[src/rtl/thc_pkg.sv]
// Shared types and constants for the temperature / humidity compensation block.
// No dependencies; every other file in rtl/ imports this package.
package thc_pkg;

    localparam int CFG_IDX_W  = 3;
    localparam int CFG_DATA_W = 24;

    typedef logic        [19:0] raw_temp_t;
    typedef logic        [15:0] raw_hum_t;
    typedef logic signed [22:0] fine_temp_t;
    typedef logic signed [15:0] temp_centi_t;
    typedef logic        [16:0] hum_q10_t;
    typedef logic signed [31:0] word_t;

    typedef enum logic [CFG_IDX_W-1:0] {
        CFG_TEMP_ONE     = 3'd0,
        CFG_TEMP_TWO     = 3'd1,
        CFG_TEMP_THREE   = 3'd2,
        CFG_HUM_ONE      = 3'd3,
        CFG_HUM_TWO      = 3'd4,
        CFG_HUM_THREE    = 3'd5,
        CFG_HUM_FOUR_FIVE = 3'd6,
        CFG_HUM_SIX      = 3'd7
    } cfg_index_t;

    typedef struct packed {
        logic        [15:0] t1;
        logic signed [15:0] t2;
        logic signed [15:0] t3;
        logic        [7:0]  h1;
        logic signed [15:0] h2;
        logic        [7:0]  h3;
        logic signed [11:0] h4;
        logic signed [11:0] h5;
        logic signed [7:0]  h6;
    } coef_t;

    localparam word_t CENTI_ROUND  = 32'sd128;
    localparam word_t HUM_T_OFFSET = 32'sd76800;
    localparam word_t HUM_A_ROUND  = 32'sd16384;
    localparam word_t HUM_R_OFFSET = 32'sd32768;
    localparam word_t HUM_B_OFFSET = 32'sd2097152;
    localparam word_t HUM_B_ROUND  = 32'sd8192;
    localparam word_t HUM_LIMIT    = 32'sd419430400;

    localparam word_t FINE_MAX  = 32'sd4194303;
    localparam word_t FINE_MIN  = -32'sd4194304;
    localparam word_t CENTI_MAX = 32'sd32767;
    localparam word_t CENTI_MIN = -32'sd32768;

    localparam hum_q10_t HUM_Q10_MAX = 17'd102400;

    // (fine * 5 + 128) >>> 8, saturated to 16 bits signed
    function automatic temp_centi_t centi_of(input word_t fine);
        word_t t;
        t = ((fine <<< 2) + fine + CENTI_ROUND) >>> 8;
        if (t > CENTI_MAX)
            return temp_centi_t'(CENTI_MAX);
        else if (t < CENTI_MIN)
            return temp_centi_t'(CENTI_MIN);
        else
            return t[15:0];
    endfunction

endpackage

[src/rtl/thc_cfg_regs.sv]
// Calibration coefficient registers with a plain indexed write port.
// Depends on thc_pkg (coef_t, cfg_index_t).
module thc_cfg_regs import thc_pkg::*; (
    input  logic                  clk,
    input  logic                  rst_n,
    input  logic                  we,
    input  logic [CFG_IDX_W-1:0]  index,
    input  logic [CFG_DATA_W-1:0] data,
    output coef_t                 coef
);

    coef_t coef_reg;

    always_ff @(posedge clk or negedge rst_n)
    begin
        if (!rst_n)
        begin
            coef_reg <= '0;
        end
        else if (we)
        begin
            unique case (cfg_index_t'(index))
                CFG_TEMP_ONE:      coef_reg.t1 <= data[15:0];
                CFG_TEMP_TWO:      coef_reg.t2 <= data[15:0];
                CFG_TEMP_THREE:    coef_reg.t3 <= data[15:0];
                CFG_HUM_ONE:       coef_reg.h1 <= data[7:0];
                CFG_HUM_TWO:       coef_reg.h2 <= data[15:0];
                CFG_HUM_THREE:     coef_reg.h3 <= data[7:0];
                CFG_HUM_FOUR_FIVE:
                begin
                    coef_reg.h4 <= data[23:12];
                    coef_reg.h5 <= data[11:0];
                end
                CFG_HUM_SIX:       coef_reg.h6 <= data[7:0];
                default: ;
            endcase
        end
    end

    assign coef = coef_reg;

endmodule

[config.mk]
export PLATFORM = sky130hd
export DESIGN_NAME = thc_cfg_regs
export DESIGN_NICKNAME = d
export VERILOG_FILES = /design/src/rtl/thc_pkg.sv /design/src/rtl/thc_cfg_regs.sv
export SDC_FILE = /design/constraint.sdc
export NUM_CORES = 1
export LEC_CHECK = 0
export ABC_AREA = 1
export BUFFER_PORTS_ARGS = -buffer_cell sky130_fd_sc_hd__buf_2
export CELL_PAD_IN_SITES_DETAIL_PLACEMENT = 1
export CELL_PAD_IN_SITES_GLOBAL_PLACEMENT = 1
export CORE_ASPECT_RATIO = 0.9
export CORE_MARGIN = 2
export CORE_UTILIZATION = 37
export DETAILED_ROUTE_END_ITERATION = 7
export GPL_ROUTABILITY_DRIVEN = 0
export GPL_TIMING_DRIVEN = 0
export PLACE_DENSITY = 0.79
export REMOVE_ABC_BUFFERS = 1
export SLEW_MARGIN = 20
export SYNTH_ARGS = -nofsm -noshare
export SYNTH_HDL_FRONTEND = slang
export SYNTH_SLANG_ARGS = --single-unit
[constraint.sdc]
create_clock -name clk -period 0.8 [get_ports clk]
set_clock_uncertainty 0.1 [all_clocks]
set_input_delay 0.16 -clock clk [delete_from_list [all_inputs] [get_ports clk]]
set_output_delay 0.16 -clock clk [all_outputs]
set_load 0.03 [all_outputs]
==> impl.org, run 1 <==
** Timing
- Worst Setup Slack, final :: -0.448 ns
- Worst-margin pin slew :: 0.569 ns
- Number of max-slew violations in the final report :: 0
- Headroom to the max-slew limit came out at 62.1%.
- Final setup fails :: 202
- The tightest hold path in the finished design has a slack of -0.341 ns.
- The worst path in the final design needs a cycle of 1.25 ns, including I/O delays and setup.
- Setup repair after global routing could not meet its margin everywhere.
- The number of endpoints with negative hold slack in the final report was 56.
- Static timing analysis puts the maximum clock frequency at 0.801 GHz.
- Adding up every negative setup slack in the final design gives -48.67 ns.
- Part of the cycle the worst path needs :: 156%

** Flow run
- MaxCap Viol Count :: 0

** Synth
- Cells taking the most area after synthesis :: sky130_fd_sc_hd__dfrtp_1, sky130_fd_sc_hd__nand2_1, sky130_fd_sc_hd__nand3_1
- Post-synthesis sequential area ratio :: 63.7%
- By count the netlist is led by sky130_fd_sc_hd__nand2_1, sky130_fd_sc_hd__dfrtp_1, sky130_fd_sc_hd__nand3_1, sky130_fd_sc_hd__buf_2, sky130_fd_sc_hd__clkbuf_1.
- Yosys printed 0 warnings.
- Most numerous cell in the Yosys netlist :: sky130_fd_sc_hd__nand2_1
- Summing the areas of all fa, ha and maj instances in the mapped netlist gives 0% of the synthesized area.
- EDFF count, synth :: 0
- Top-area cell type share of the netlist area :: 63.7%
- Multiplexer fraction of the synthesized cell area :: 0%
- The most used flip-flop cell after synthesis is sky130_fd_sc_hd__dfrtp_1.
- Mapped Cells :: 503
- By area, the combinational part of the netlist is dominated by simple AND/OR/NAND/NOR gates.
- Counting distinct cell types in the post-synthesis netlist gives 13.
- Averaged over all synthesized cells, the footprint is 8.74 µm².
- Summing the areas of all compound-gate instances in the mapped netlist gives 0% of the synthesized area.
- Post-synthesis cell area :: 0.00440 mm²
- After Yosys synthesis, XOR and XNOR cells account for 0% of the synthesized area.
- The synthesized netlist devotes 32.7% of its cell area to simple gates.
- Biggest area consumer among synthesized cells :: sky130_fd_sc_hd__dfrtp_1
- Ys async rst share :: 100%
- Synthesis inferred 112 register bits.

** Place
- The wire-length estimate of the detail-placed layout is 9.07 mm.
- Once placement finished, the instance area stood at 0.00525 mm².
- Total of buffers placed on input and output ports :: 141

** Worst setup path
- The largest single stage delay on the critical path is 0.45 ns.
- The number of buffers and inverters on the critical path is 1.
- Crit path max fanout :: 2
- Top Family by Delay on Critical Path :: flip-flops
- For this design, the slowest cell found on the critical path is sky130_fd_sc_hd__dfrtp_1.
- The number of cells on the worst reg-to-reg path is 3.
- STA puts the critical path data arrival time at 0.99 ns.
- Setup slack on the worst reg-to-reg path comes out at -0.23 ns.
- Critical R2R Launch :: coef[67]
- Category of the worst setup path launch point :: flop
- Worst setup path class :: reg2out
- The endpoint identified for the worst register-to-register timing path is coef[67].
- The worst setup path is captured at a primary output.
- Required time at the endpoint of the critical path :: 0.54 ns
- The signal on the critical path passes through buf_6.

** GRT
- GRT Total Usage :: 27.6%
- For this run the aggregate overflow at the end of global routing stands at 0.
- The first global-routing pass estimated 26.6 mm of wire.
- The via count of the first global-routing pass was 4756.
- Number of antenna violations at the first check in global routing :: 0
- Entering global routing, the biggest net connects 58 pins.

** Power
- In this run the static leakage power is 4.11 nW.
- Final Power :: 21.3 mW
- Summed over all nets, the switching power comes to 8.18 mW.
- IR analysis of the VDD net gives a maximum drop of 0.00140 V.
- Fraction of power consumed by the clock network :: 22.3%
- Internal power comes to 13.2 mW.
- In this run the power density over the cells is 2620 mW/mm².
- Per report_power, the sequential group accounts for 36.7% of the total.
- Of the total power, combinational logic draws 41.0%.
- Switching portion of total power :: 38.3%

** Clocking
- Clock tree from TritonCTS :: built
- The H-tree generated during clock tree synthesis spans 3 levels.
- Clock sink count :: 112
- TritonCTS created 9 clock buffers.
- Clock-pin slew was measured on the worst setup and hold paths at 0.08 ns.
- No sink is reached through more buffers than the 2 on the longest clock path.
- Cts-stage hold buffer count :: 8
- In this run the clock root is driven by a sky130_fd_sc_hd__clkbuf_16.
- Clock network latency to the later pin of the worst-skew pair :: 0.36 ns

** Detailed routing
- In the routed layout, each cell is associated on average with a via count of 5.54.
- First-pass detailed-route iteration total :: 6
- DRC marker count from the first detailed-route iteration :: 338
- Summed over all layers, the routed wires come to 24.0 mm.
- Residual DRC count :: 0
- Antenna violation net count after detailed routing :: 0
- For this block, the via count after detailed routing is 4994.
- Dividing the detail-routed wire length by the instance count gives 26.6 µm.

** Floorplanning
- The die covers 0.0128 mm².
- Height of the chip :: 107 µm
- The floorplan has 37 rows.
- For this configuration, the core starts out at a cell density of 38.1%.
- Width of the die :: 119 µm
- The core region is 0.0115 mm².
- Top-level I/O count :: 142

** Min path
- HP Class :: in2async

** Finish
- Number of nets in the layout :: 772
- P&R area growth vs syn :: 85.6%
- Area of all placed cells without fillers :: 0.00816 mm²
- Largest register FFs :: 112
- Final antenna diode count :: 0
- Ratio of cells with drive above 1 in the final layout :: 52.8%
- The filler cells instantiated in the layout total 1173.
- Fin util :: 70.8%

** Run status
- Violated checks :: hold timing, setup timing
- The flow ran to the end, but the final reports show violations.
## layout by cell type, fill, tap and decap left out
cell	synthesis	layout
sky130_fd_sc_hd__clkinvlp_4	0	3
sky130_fd_sc_hd__buf_16	0	1
sky130_fd_sc_hd__buf_6	1	178
sky130_fd_sc_hd__buf_4	0	21
sky130_fd_sc_hd__buf_12	0	11
sky130_fd_sc_hd__buf_8	0	2
sky130_fd_sc_hd__bufinv_16	0	1
sky130_fd_sc_hd__nand2_1	284	183
sky130_fd_sc_hd__clkinv_2	0	3
sky130_fd_sc_hd__inv_1	6	1
sky130_fd_sc_hd__nand2_2	1	87
sky130_fd_sc_hd__nand3_4	0	3
sky130_fd_sc_hd__buf_2	11	22
sky130_fd_sc_hd__clkbuf_8	0	1
sky130_fd_sc_hd__nand2_4	0	9
sky130_fd_sc_hd__clkbuf_1	9	1
sky130_fd_sc_hd__nand2_8	0	12
sky130_fd_sc_hd__inv_2	0	4
sky130_fd_sc_hd__nand3_2	0	14
sky130_fd_sc_hd__nor2_4	1	9
sky130_fd_sc_hd__clkbuf_16	0	13
sky130_fd_sc_hd__nand3_1	64	47
sky130_fd_sc_hd__dlygate4sd3_1	0	8
sky130_fd_sc_hd__dfrtp_1	112	112
## cells by family (layout without fill, tap and decap cells)
kind of cell,count (synthesis),count (layout)
DFF,112,112
buffers and inverters,34,270
and+or+nand+nor,357,364
## layout make-up
class,instances,area (µm²),area share (%)
clock buffers,11,243,2.98
clock inverters,4,45.0,0.552
inverters,6,26.3,0.322
multi-input cells,364,2100,25.8
flip-flops and latches,112,2800,34.4
well taps,156,195,2.39
repair buffers,247,2730,33.5
repair inverters,2,15.0,0.184
## power groups by stage
| stage | combinational, mW | sequential [mW] | clock [mW] |
|---|---|---|---|
| 3_5_place_dp | 4.96 | 7.39 | 0 |
| 3_3_place_gp | 4.79 | 7.34 | 0 |
| 4_1_cts | 7.02 | 7.54 | 4.55 |
| 2_1_floorplan | 0.940 | 9.51 | 0 |
| 6_report | 8.75 | 7.83 | 4.76 |
| 5_1_grt | 9.10 | 7.89 | 4.89 |
## metal layers
layer	part of all wire [%]	up-vias	track usage, %
met4	5.4	0	9.61
met2	52	264	49.9
met3	5.6	109	4.56
li1	-	2056	-
met1	37	2565	33.3
met5	0	-	0
## per-stage QoR
stage	setup WS (ns)	cells
after CTS	-0.382	858
after global routing	-0.455	902
after global placement	-2.54	772
after detailed placement	-1.48	775
final	-0.448	902
after floorplan	-1.32	475
## worst max-delay path by stage
| stage | cells past startpoint | to | from |
|---|---|---|---|
| 4_1_cts | 1 | coef[55] | coef[55] |
| 3_5_place_dp | 6 | coef[28] | index[2] |
| 2_1_floorplan | 5 | coef[100] | we |
| 3_3_place_gp | 5 | coef[107] | index[2] |
| 6_report | 1 | coef[86] | coef[86] |
| 5_1_grt | 1 | coef[86] | coef[86] |
## repair_timing
item                                   4_1_cts  5_1_grt
buffers inserted                            54       51
cloned                                       6        8
endpoints found under the hold margin       67       56
pin swaps                                   22       65
setup endpoints to repair                  224      222
resized for setup                          281      203
Note: power is estimated with default switching activity, not from simulation.
==> run 2, diff against run 1 <==
--- a/config.mk
+++ b/config.mk
@@ -6,7 +6,7 @@
 export NUM_CORES = 1
 export LEC_CHECK = 0
 export ABC_AREA = 1
-export BUFFER_PORTS_ARGS = -buffer_cell sky130_fd_sc_hd__buf_2
+export BUFFER_PORTS_ARGS = -buffer_cell sky130_fd_sc_hd__buf_4
 export CELL_PAD_IN_SITES_DETAIL_PLACEMENT = 1
 export CELL_PAD_IN_SITES_GLOBAL_PLACEMENT = 1
 export CORE_ASPECT_RATIO = 0.9
==> impl.org, run 2 (synthesis gave the netlist of run 1 again) <==
** Finish
- Filler Cell Count :: 1154 (-1.6%)
- The library cell used most frequently in the layout, excluding fill and tap cells, is sky130_fd_sc_hd__nand2_1.
- Area of all placed cells without fillers :: 0.00821 mm² (+0.64%)
- The ratio of cells with drive above 1 in the final layout came to 51.8% (-0.99 points).
- Number of nets in the layout :: 765 (-0.91%)
- Largest register FFs :: 112 (unchanged)
- Fin util :: 71.2% (+0.46 points)
- Final cell count without fillers :: 895 (-0.78%)
- P&R area growth vs syn :: 86.8%
- The number of antenna repair diodes is 0 (unchanged).
- Top library cells by usage in the layout, fill and taps aside :: sky130_fd_sc_hd__nand2_1, sky130_fd_sc_hd__buf_6, sky130_fd_sc_hd__dfrtp_1

** Clocking
- The hold buffer count at CTS was 8 (unchanged).
- Maximum clock path buffer count :: 2 (unchanged)
- The clock-pin slew on the worst setup and hold paths is 0.08 ns (about the same).
- Clock tree from TritonCTS :: built
- H-tree depth :: 3 (unchanged)
- In this run the clock root is driven by a sky130_fd_sc_hd__clkbuf_16.
- Clock network latency to the later pin of the worst-skew pair :: 0.36 ns (about the same)
- The number of buffers created by CTS came to 9 (unchanged).
- Clock sink count :: 112 (unchanged)

** Worst setup path
- STA classifies the critical path endpoint as a primary output.
- The worst path buffer plus inverter count is 1 (unchanged).
- Category of the worst setup path launch point :: flop
- Worst endpoint data arrival time :: 0.95 ns (-0.04 ns)
- The delay of the slowest cell on the worst path came to 0.43 ns (-0.02 ns).
- The reg-to-reg setup timing slack came to -0.16 ns (+0.07 ns).
- Crit path max fanout :: 2 (unchanged)
- Among all stages on the critical path, the largest delay is contributed by sky130_fd_sc_hd__dfrtp_1.
- Tracing the worst setup path back leads to its startpoint at coef[33].
- Cells along the critical path :: buf_6
- The critical path is of the reg2out type.
- Critical R2R Launch :: coef[54]
- The required arrival time at the worst endpoint was 0.54 ns (about the same).
- The cell family contributing the most delay on the critical path is flip-flops.

** Detailed routing
- The overall via count from detail_route came to 4942 (-1.0%).
- Antenna violation net count after detailed routing :: 0 (unchanged)
- DRC marker count from the first detailed-route iteration :: 382 (+13%)
- The number of detailed-routing iterations run before antenna repair came to 4 (-2).
- Routed WL :: 23.5 mm (-2.1%)
- Vias per cell :: 5.52 (-0.27%)
- Wire length per cell after detailed routing :: 26.3 µm (-1.3%)
- The remaining routing DRC violations was 0 (unchanged).

** Min path
- HP Class :: in2async

** Floorplanning
- Effective utilization at floorplan :: 38.1% (unchanged)
- Height of the chip :: 107 µm (unchanged)
- Die area :: 0.0128 mm² (unchanged)
- Core Area :: 0.0115 mm² (unchanged)
- Number of core rows :: 37 (unchanged)
- Width of the die :: 119 µm (unchanged)
- Top-level I/O count :: 142 (unchanged)

** Timing
- Hold violation total from the final report :: 116 (+110%)
- The time the worst path needs with I/O delays and setup came to 1.21 ns (-0.0348 ns).
- Setup repair after global routing missed its margin :: true
- Min Hold Slack :: -0.207 ns (+0.134 ns)
- Number of max-slew violations in the final report :: 0 (unchanged)
- The number of endpoints failing setup at the final stage is 206 (+2.0%).
- The fraction of the cycle the final worst path needs came to 152% (-4.4 points).
- The fmax came to 0.824 GHz (+2.9%).
- Worst-margin pin slew :: 0.942 ns (+0.373 ns)
- The worst setup slack after layout is -0.413 ns (+0.0348 ns).
- Rel. slew slack :: 37.2% (-25 points)

** GRT
- The initial antenna violation count is 0 (unchanged).
- GRT Total Usage :: 28.4% (+0.81 points)
- The pin count of the biggest net entering global routing came to 113 (+95%).
- The total congestion overflow after global routing came to 0 (unchanged).
- First-pass GRT wire length :: 27.1 mm (+2.0%)
- Via count of the first global-routing pass :: 4841 (+1.8%)

** Power
- The largest voltage drop on the vdd net came to 0.00145 V (+3.7%).
- The total power divided by cell area was 2580 mW/mm² (-1.2%).
- The leakage power was 4.15 nW (+1.0%).

** Flow run
- MaxCap Viol Count :: 0 (unchanged)

** Place
- The number of input and output port buffers inserted is 141 (unchanged).
- The post-detailed-placement cell area is 0.00558 mm² (+6.2%).
- Number of cells after detailed placement :: 774 (-0.13%)
- Detailed placement HPWL :: 9.24 mm (+1.8%)

** Run status
- The checks that failed: hold timing, setup timing.
- Result of the run :: finished, violations left
[run 2: cell count changes in the layout (fill, tap and decap cells not counted), sizes merged]
| cell | previous run | this run |
|---|---|---|
| dlymetal6s4s | 0 | 2 |
| buf | 235 | 227 |
| clkinv | 3 | 1 |
| dlygate4sd3 | 8 | 6 |
| nand2 | 291 | 292 |
| clkbuf | 15 | 17 |
[run 2: per-layer routing]
layer | share of wire, % | GRT usage, % | routed length, µm
met1 | 37 | 33.8 | 8780
met2 | 53 | 50.3 | 12400
met3 | 5.8 | 5.56 | 1370
met4 | 4.0 | 12.0 | 934
met5 | 0 | 0 | 0
[run 2: path summary, 6_finish.rpt]
path,end,depth (start not counted)
hold / removal,coef[38],1
setup / recovery,coef[33],1
setup reg to reg,coef[54],4
min in group clk,coef[18],3
hold reg to reg,coef[28],2
max in group asynchronous,coef[4],1
[run 2: area by class of cell]
type / instances / area, µm² / area share [%]
clock buffers: 12 / 246 / 3.00
clock inverters: 3 / 42.5 / 0.518
inverters: 6 / 28.8 / 0.350
multi-input cells: 365 / 2090 / 25.4
flip-flops and latches: 112 / 2800 / 34.1
well taps: 156 / 195 / 2.38
repair buffers: 240 / 2800 / 34.1
repair inverters: 1 / 7.51 / 0.0914
[run 2: what timing repair did]
item | 4_1_cts | 5_1_grt
gates cloned | 7 | 7
pin swaps | 24 | 53
buffers inserted | 55 | 44
gates resized for setup | 175 | 189
endpoints found under the setup margin | 224 | 224
endpoints found under the hold margin | 145 | 123
[run 2: metrics by stage]
step / worst slack (ns) / setup TNS (ns) / total power, mW / hold slack [ns]
finish: -0.413 / -48.58 / 21.2 / -0.207
global route: -0.440 / -52.47 / 21.8 / -0.116
CTS: -0.401 / -42.57 / 19.3 / -0.103
detailed placement: -1.48 / -170.43 / 13.1 / 0.262
global placement: -2.53 / -286.15 / 12.9 / 0.255
floorplan: -1.32 / -102.38 / 10.5 / -0.236
[run 2: report_power, final]
group / internal [mW] / switching [mW]
clock: 2.50 / 2.17
sequential: 6.72 / 1.11
combinational: 3.93 / 4.77
total: 13.2 / 8.05
==> run 3, diff against run 2 <==
--- a/config.mk
+++ b/config.mk
@@ -17,6 +17,7 @@
 export GPL_TIMING_DRIVEN = 0
 export PLACE_DENSITY = 0.79
 export REMOVE_ABC_BUFFERS = 1
+export SETUP_SLACK_MARGIN = 0.15
 export SLEW_MARGIN = 20
 export SYNTH_ARGS = -nofsm -noshare
 export SYNTH_HDL_FRONTEND = slang
==> impl.org, run 3 <==
** Run status
- Result of the run :: did not finish
- Last step reached :: global routing (5_1_grt)
- The first error in the log reads "[ERROR DPL-0033] detailed placement checks failed during check placement".

** Synth
- The gate count after technology mapping was 503 (unchanged).
- After synthesis, the most frequently instantiated cells are sky130_fd_sc_hd__nand2_1, sky130_fd_sc_hd__dfrtp_1, sky130_fd_sc_hd__nand3_1, sky130_fd_sc_hd__buf_2, sky130_fd_sc_hd__clkbuf_1.
- The number of distinct library cells after synthesis was 13 (unchanged).
- The number of warnings printed during yosys synthesis came to 0 (unchanged).
- The area of the mapped netlist came to 0.00440 mm² (unchanged).
- Most frequently used flop master after synthesis :: sky130_fd_sc_hd__dfrtp_1
- Cells taking the most area after synthesis :: sky130_fd_sc_hd__dfrtp_1, sky130_fd_sc_hd__nand2_1, sky130_fd_sc_hd__nand3_1
- Biggest area consumer among synthesized cells :: sky130_fd_sc_hd__dfrtp_1
- Ys async rst share :: 100% (unchanged)
- Register bit total from synthesis :: 112 (unchanged)
- Top-area cell type share of the netlist area :: 63.7% (unchanged)
- The average cell area after synthesis came to 8.74 µm² (unchanged).
- Yosys instantiated no cell more often than sky130_fd_sc_hd__nand2_1.
- The fraction of the yosys area taken by sequential cells is 63.7% (unchanged).
- EDFF count, synth :: 0 (unchanged)

** Clocking
- The H-tree level count was 3 (unchanged).
- Maximum clock path buffer count :: 2 (unchanged)
- Clock tree root driver cell :: sky130_fd_sc_hd__clkbuf_16
- Total clock buffers created by CTS :: 9 (unchanged)
- The clock net sink count was 112 (unchanged).

** Floorplanning
- Effective utilization at floorplan :: 38.1% (unchanged)
- Top-level I/O count :: 142 (unchanged)
- Width of the die :: 119 µm (unchanged)
- Number of core rows :: 37 (unchanged)
- The vertical die dimension came to 107 µm (unchanged).

** Place
- Detailed placement HPWL :: 9.24 mm (unchanged)
- The number of input and output port buffers inserted is 141 (unchanged).

** GRT
- Number of antenna violations at the first check in global routing :: 0
- Entering global routing, the biggest net connects 113 pins.

** Timing
- After the last repair the worst path ends at a top-level output.
- When the global-route repair_timing finished, the worst setup path ended at coef[69].
run 3: cell counts after synthesis:
Identical to the previous run, type by type.
run 3: kinds of logic after synthesis:
family / synth area share, %
buf+inv: 3.56
flops: 63.7
simple gates: 32.7
run 3: repair_timing:
item                                    CTS
endpoints found under the setup margin  336
buffers inserted                         80
gates resized for setup                 231
gates cloned                             13
pin swaps                                56
endpoints found under the hold margin   143
run 3: stage by stage:
step                      hold WS [ns]  util (%)  worst slack [ns]  cell area (µm²)  instances
after floorplan                 -0.236         -             -1.32             4260        475
after global placement           0.255      47.9             -2.53             5520        772
after detailed placement         0.262      48.4             -1.48             5580        774
after CTS                       -0.194      66.0            -0.400             7610        882
==> run 4, diff against run 3 <==
==> config.mk (replaced) <==
export PLATFORM = sky130hd
export DESIGN_NAME = thc_cfg_regs
export DESIGN_NICKNAME = d
export VERILOG_FILES = /design/src/rtl/thc_pkg.sv /design/src/rtl/thc_cfg_regs.sv
export SDC_FILE = /design/constraint.sdc
export NUM_CORES = 1
export LEC_CHECK = 0
export ABC_AREA = 1
export BUFFER_PORTS_ARGS = -buffer_cell sky130_fd_sc_hd__buf_4
export CORE_MARGIN = 2
export CORE_UTILIZATION = 25
export DETAILED_ROUTE_END_ITERATION = 7
export GPL_ROUTABILITY_DRIVEN = 0
export GPL_TIMING_DRIVEN = 0
export PLACE_DENSITY_LB_ADDON = 0.15
export REMOVE_ABC_BUFFERS = 1
export SLEW_MARGIN = 20
export SYNTH_ARGS = -nofsm -noshare
export SYNTH_HDL_FRONTEND = slang
export SYNTH_SLANG_ARGS = --single-unit
==> impl.org, run 4 (synthesis gave the netlist of run 1 again) <==
** Run status
- The flow ran to the end, but the final reports show violations.
- Violated checks :: hold timing, setup timing

** Detailed routing
- The detailed router finished its first iteration with 250 violations.
- Dividing the detail-routed via count by the number of cells gives 4.36.
- In the routed design, unresolved DRC markers number 0.
- The count of nets left with antenna violations once routing finished came out at 0.
- Routed WL :: 15.9 mm
- Detailed route wirelength on metal3 :: 810 µm
- Top layer reached by signal wires :: met4
- The first detailed-routing pass took 4 iterations.
- Amount of wire on met2 after detailed routing :: 8.34 mm
- Total via count after detailed routing :: 4146
- Wire length per cell after detailed routing :: 16.7 µm
- Routed met1 length :: 6.48 mm

** Timing
- The number of endpoints with negative hold slack in the final report came to 77.
- Adding up every negative setup slack in the final design gives -41.14 ns.
- Rel. slew slack :: 59.9%
- At the pin with the least slew margin, the transition time is 0.602 ns.
- For this run, the top clock speed supported by timing is 0.846 GHz.
- Dividing the final minimum period by the clock period gives 148%.
- Final setup fails :: 165
- Final critical delay including setup and external delays :: 1.18 ns
- Number of max-slew violations in the final report :: 0
- Setup repair after global routing could not meet its margin everywhere.
- Final hold analysis gives a worst-case slack of -0.308 ns.
- Worst Setup Slack, final :: -0.382 ns

** Power
- Of the total power, the share spent switching nets is 36.1%.
- Final Power :: 19.5 mW
- In this run the static leakage power is 3.96 nW.
- Cell-internal power :: 12.5 mW
- In this run the power density over the cells is 2500 mW/mm².
- Per report_power, the combinational group accounts for 39.6% of the total.
- VDD sags by at most 0.000987 V.
- Fraction of power consumed by the clock network :: 21.6%
- In this run, flip-flops and latches consume 38.9% of the power.
- Switching power :: 7.06 mW

** GRT
- The initial antenna violation count is 0.
- First-pass GRT wire length :: 23.1 mm
- Entering global routing, the biggest net connects 64 pins.
- Via count of the first global-routing pass :: 3938
- GRT Total Usage :: 16.7%
- After global routing the overflow that remains totals 0.

** Worst setup path
- The largest single stage delay on the critical path is 0.42 ns.
- Cells along the critical path :: buf_6
- STA classifies the critical path startpoint as a flop.
- In this run the worst path has a maximum fanout of 2.
- Worst endpoint data arrival time :: 0.92 ns
- Buffers & Inverters on Critical Path :: 1
- Top Family by Delay on Critical Path :: flip-flops
- STA classifies the critical path endpoint as a primary output.
- The setup path with the least slack is of type reg2out.
- Cell type of the slowest stage on the worst timing path :: sky130_fd_sc_hd__dfrtp_1
- Required time at the endpoint of the critical path :: 0.54 ns

** Clocking
- H-tree depth :: 3 (unchanged)
- Clock tree root driver cell :: sky130_fd_sc_hd__clkbuf_16
- The clock net sink count was 112 (unchanged).
- Clock network latency to the later pin of the worst-skew pair :: 0.35 ns
- Clock tree from TritonCTS :: built
- Maximum clock path buffer count :: 2 (unchanged)
- Cts-stage hold buffer count :: 8
- Clock-pin slew was measured on the worst setup and hold paths at 0.07 ns.
- Total clock buffers created by CTS :: 9 (unchanged)

** Floorplanning
- The I/O pin count is 142 (unchanged).
- Width of the die :: 137 µm (+15%)
- The vertical die dimension was 137 µm (+27%).
- Die area :: 0.0187 mm²
- The total area inside the core boundary comes to 0.0172 mm².
- The number of placement rows is 48 (+30%).
- Effective utilization at floorplan :: 25.5% (-13 points)

** Finish
- Compared with the post-synthesis result, the final layout area differs by 77.6%.
- The library cell used most frequently in the layout, excluding fill and tap cells, is sky130_fd_sc_hd__nand2_1.
- Cells with a size suffix above 1 make up 43.7% of the layout.
- The register with the most flip-flops in the layout has 112 of them.
- In the layout the commonest cells are sky130_fd_sc_hd__nand2_1, sky130_fd_sc_hd__buf_6, sky130_fd_sc_hd__dfrtp_1.
- Number of nets in the layout :: 751
- 0 antenna diodes ended up in the layout.
- Filler Cell Count :: 1701

** Place
- The sum of net half-perimeters after detailed placement came to 9.27 mm (+0.35%).
- The number of input and output port buffers inserted came to 141 (unchanged).

** Flow run
- The tool flagged a number of max-cap violations equal to 0.

** Min path
- The tightest min-delay check is of the in2async type.
run 4: what timing repair did:
item,CTS,global route
endpoints found under the setup margin,224,211
gates cloned,7,4
gates resized for setup,166,105
buffers inserted,44,35
pin swaps,14,46
hold endpoints to repair,102,74
run 4: cell type report:
cell class / count / area, µm² / area share [%]
timing repair inverter: 2 / 15.0 / 0.192
timing repair buffer: 229 / 2590 / 33.2
clock buffer: 10 / 229 / 2.93
clock inverter: 6 / 36.3 / 0.465
tap: 225 / 282 / 3.60
sequential: 112 / 2800 / 35.9
multi-input combinational: 361 / 1820 / 23.4
inverter: 6 / 31.3 / 0.401
run 4: metrics by stage:
step | utilization [%] | instance area, µm² | hold WS [ns] | setup WS [ns] | std cells
CTS | 41.6 | 7170 | -0.294 | -0.396 | 919
global route | 45.3 | 7810 | -0.266 | -0.413 | 951
floorplan | - | 4260 | -0.236 | -1.32 | 475
detailed placement | 33.1 | 5710 | 0.0953 | -1.44 | 845
global placement | 32.5 | 5600 | 0.257 | -2.52 | 841
finish | 45.3 | 7810 | -0.308 | -0.382 | 951
run 4: layer usage:
layer	GRT usage (%)	vias up
met5	0	-
li1	-	2009
met2	28.2	110
met4	5.56	0
met3	2.37	12
met1	21.9	2015
run 4: worst paths after layout:
check	startpoint	end	slack [ns]	depth (start not counted)
setup / recovery	coef[71]	coef[71]	-0.38	1
hold / removal	rst_n	coef[63]	-0.31	1
setup reg to reg	coef[71]	coef[71]	-0.07	3
hold reg to reg	coef[7]	coef[7]	0.40	2
max in group asynchronous	rst_n	coef[76]	0.22	2
min in group clk	data[8]	coef[16]	-0.04	3
run 4: power by group through the flow:
stage | logic, mW | clock network [mW] | registers [mW]
final | 7.74 | 4.21 | 7.60
after global routing | 8.21 | 4.60 | 7.71
after CTS | 6.99 | 4.36 | 7.52
after detailed placement | 5.63 | 0 | 7.43
after global placement | 5.51 | 0 | 7.42
after floorplan | 0.940 | 0 | 9.51
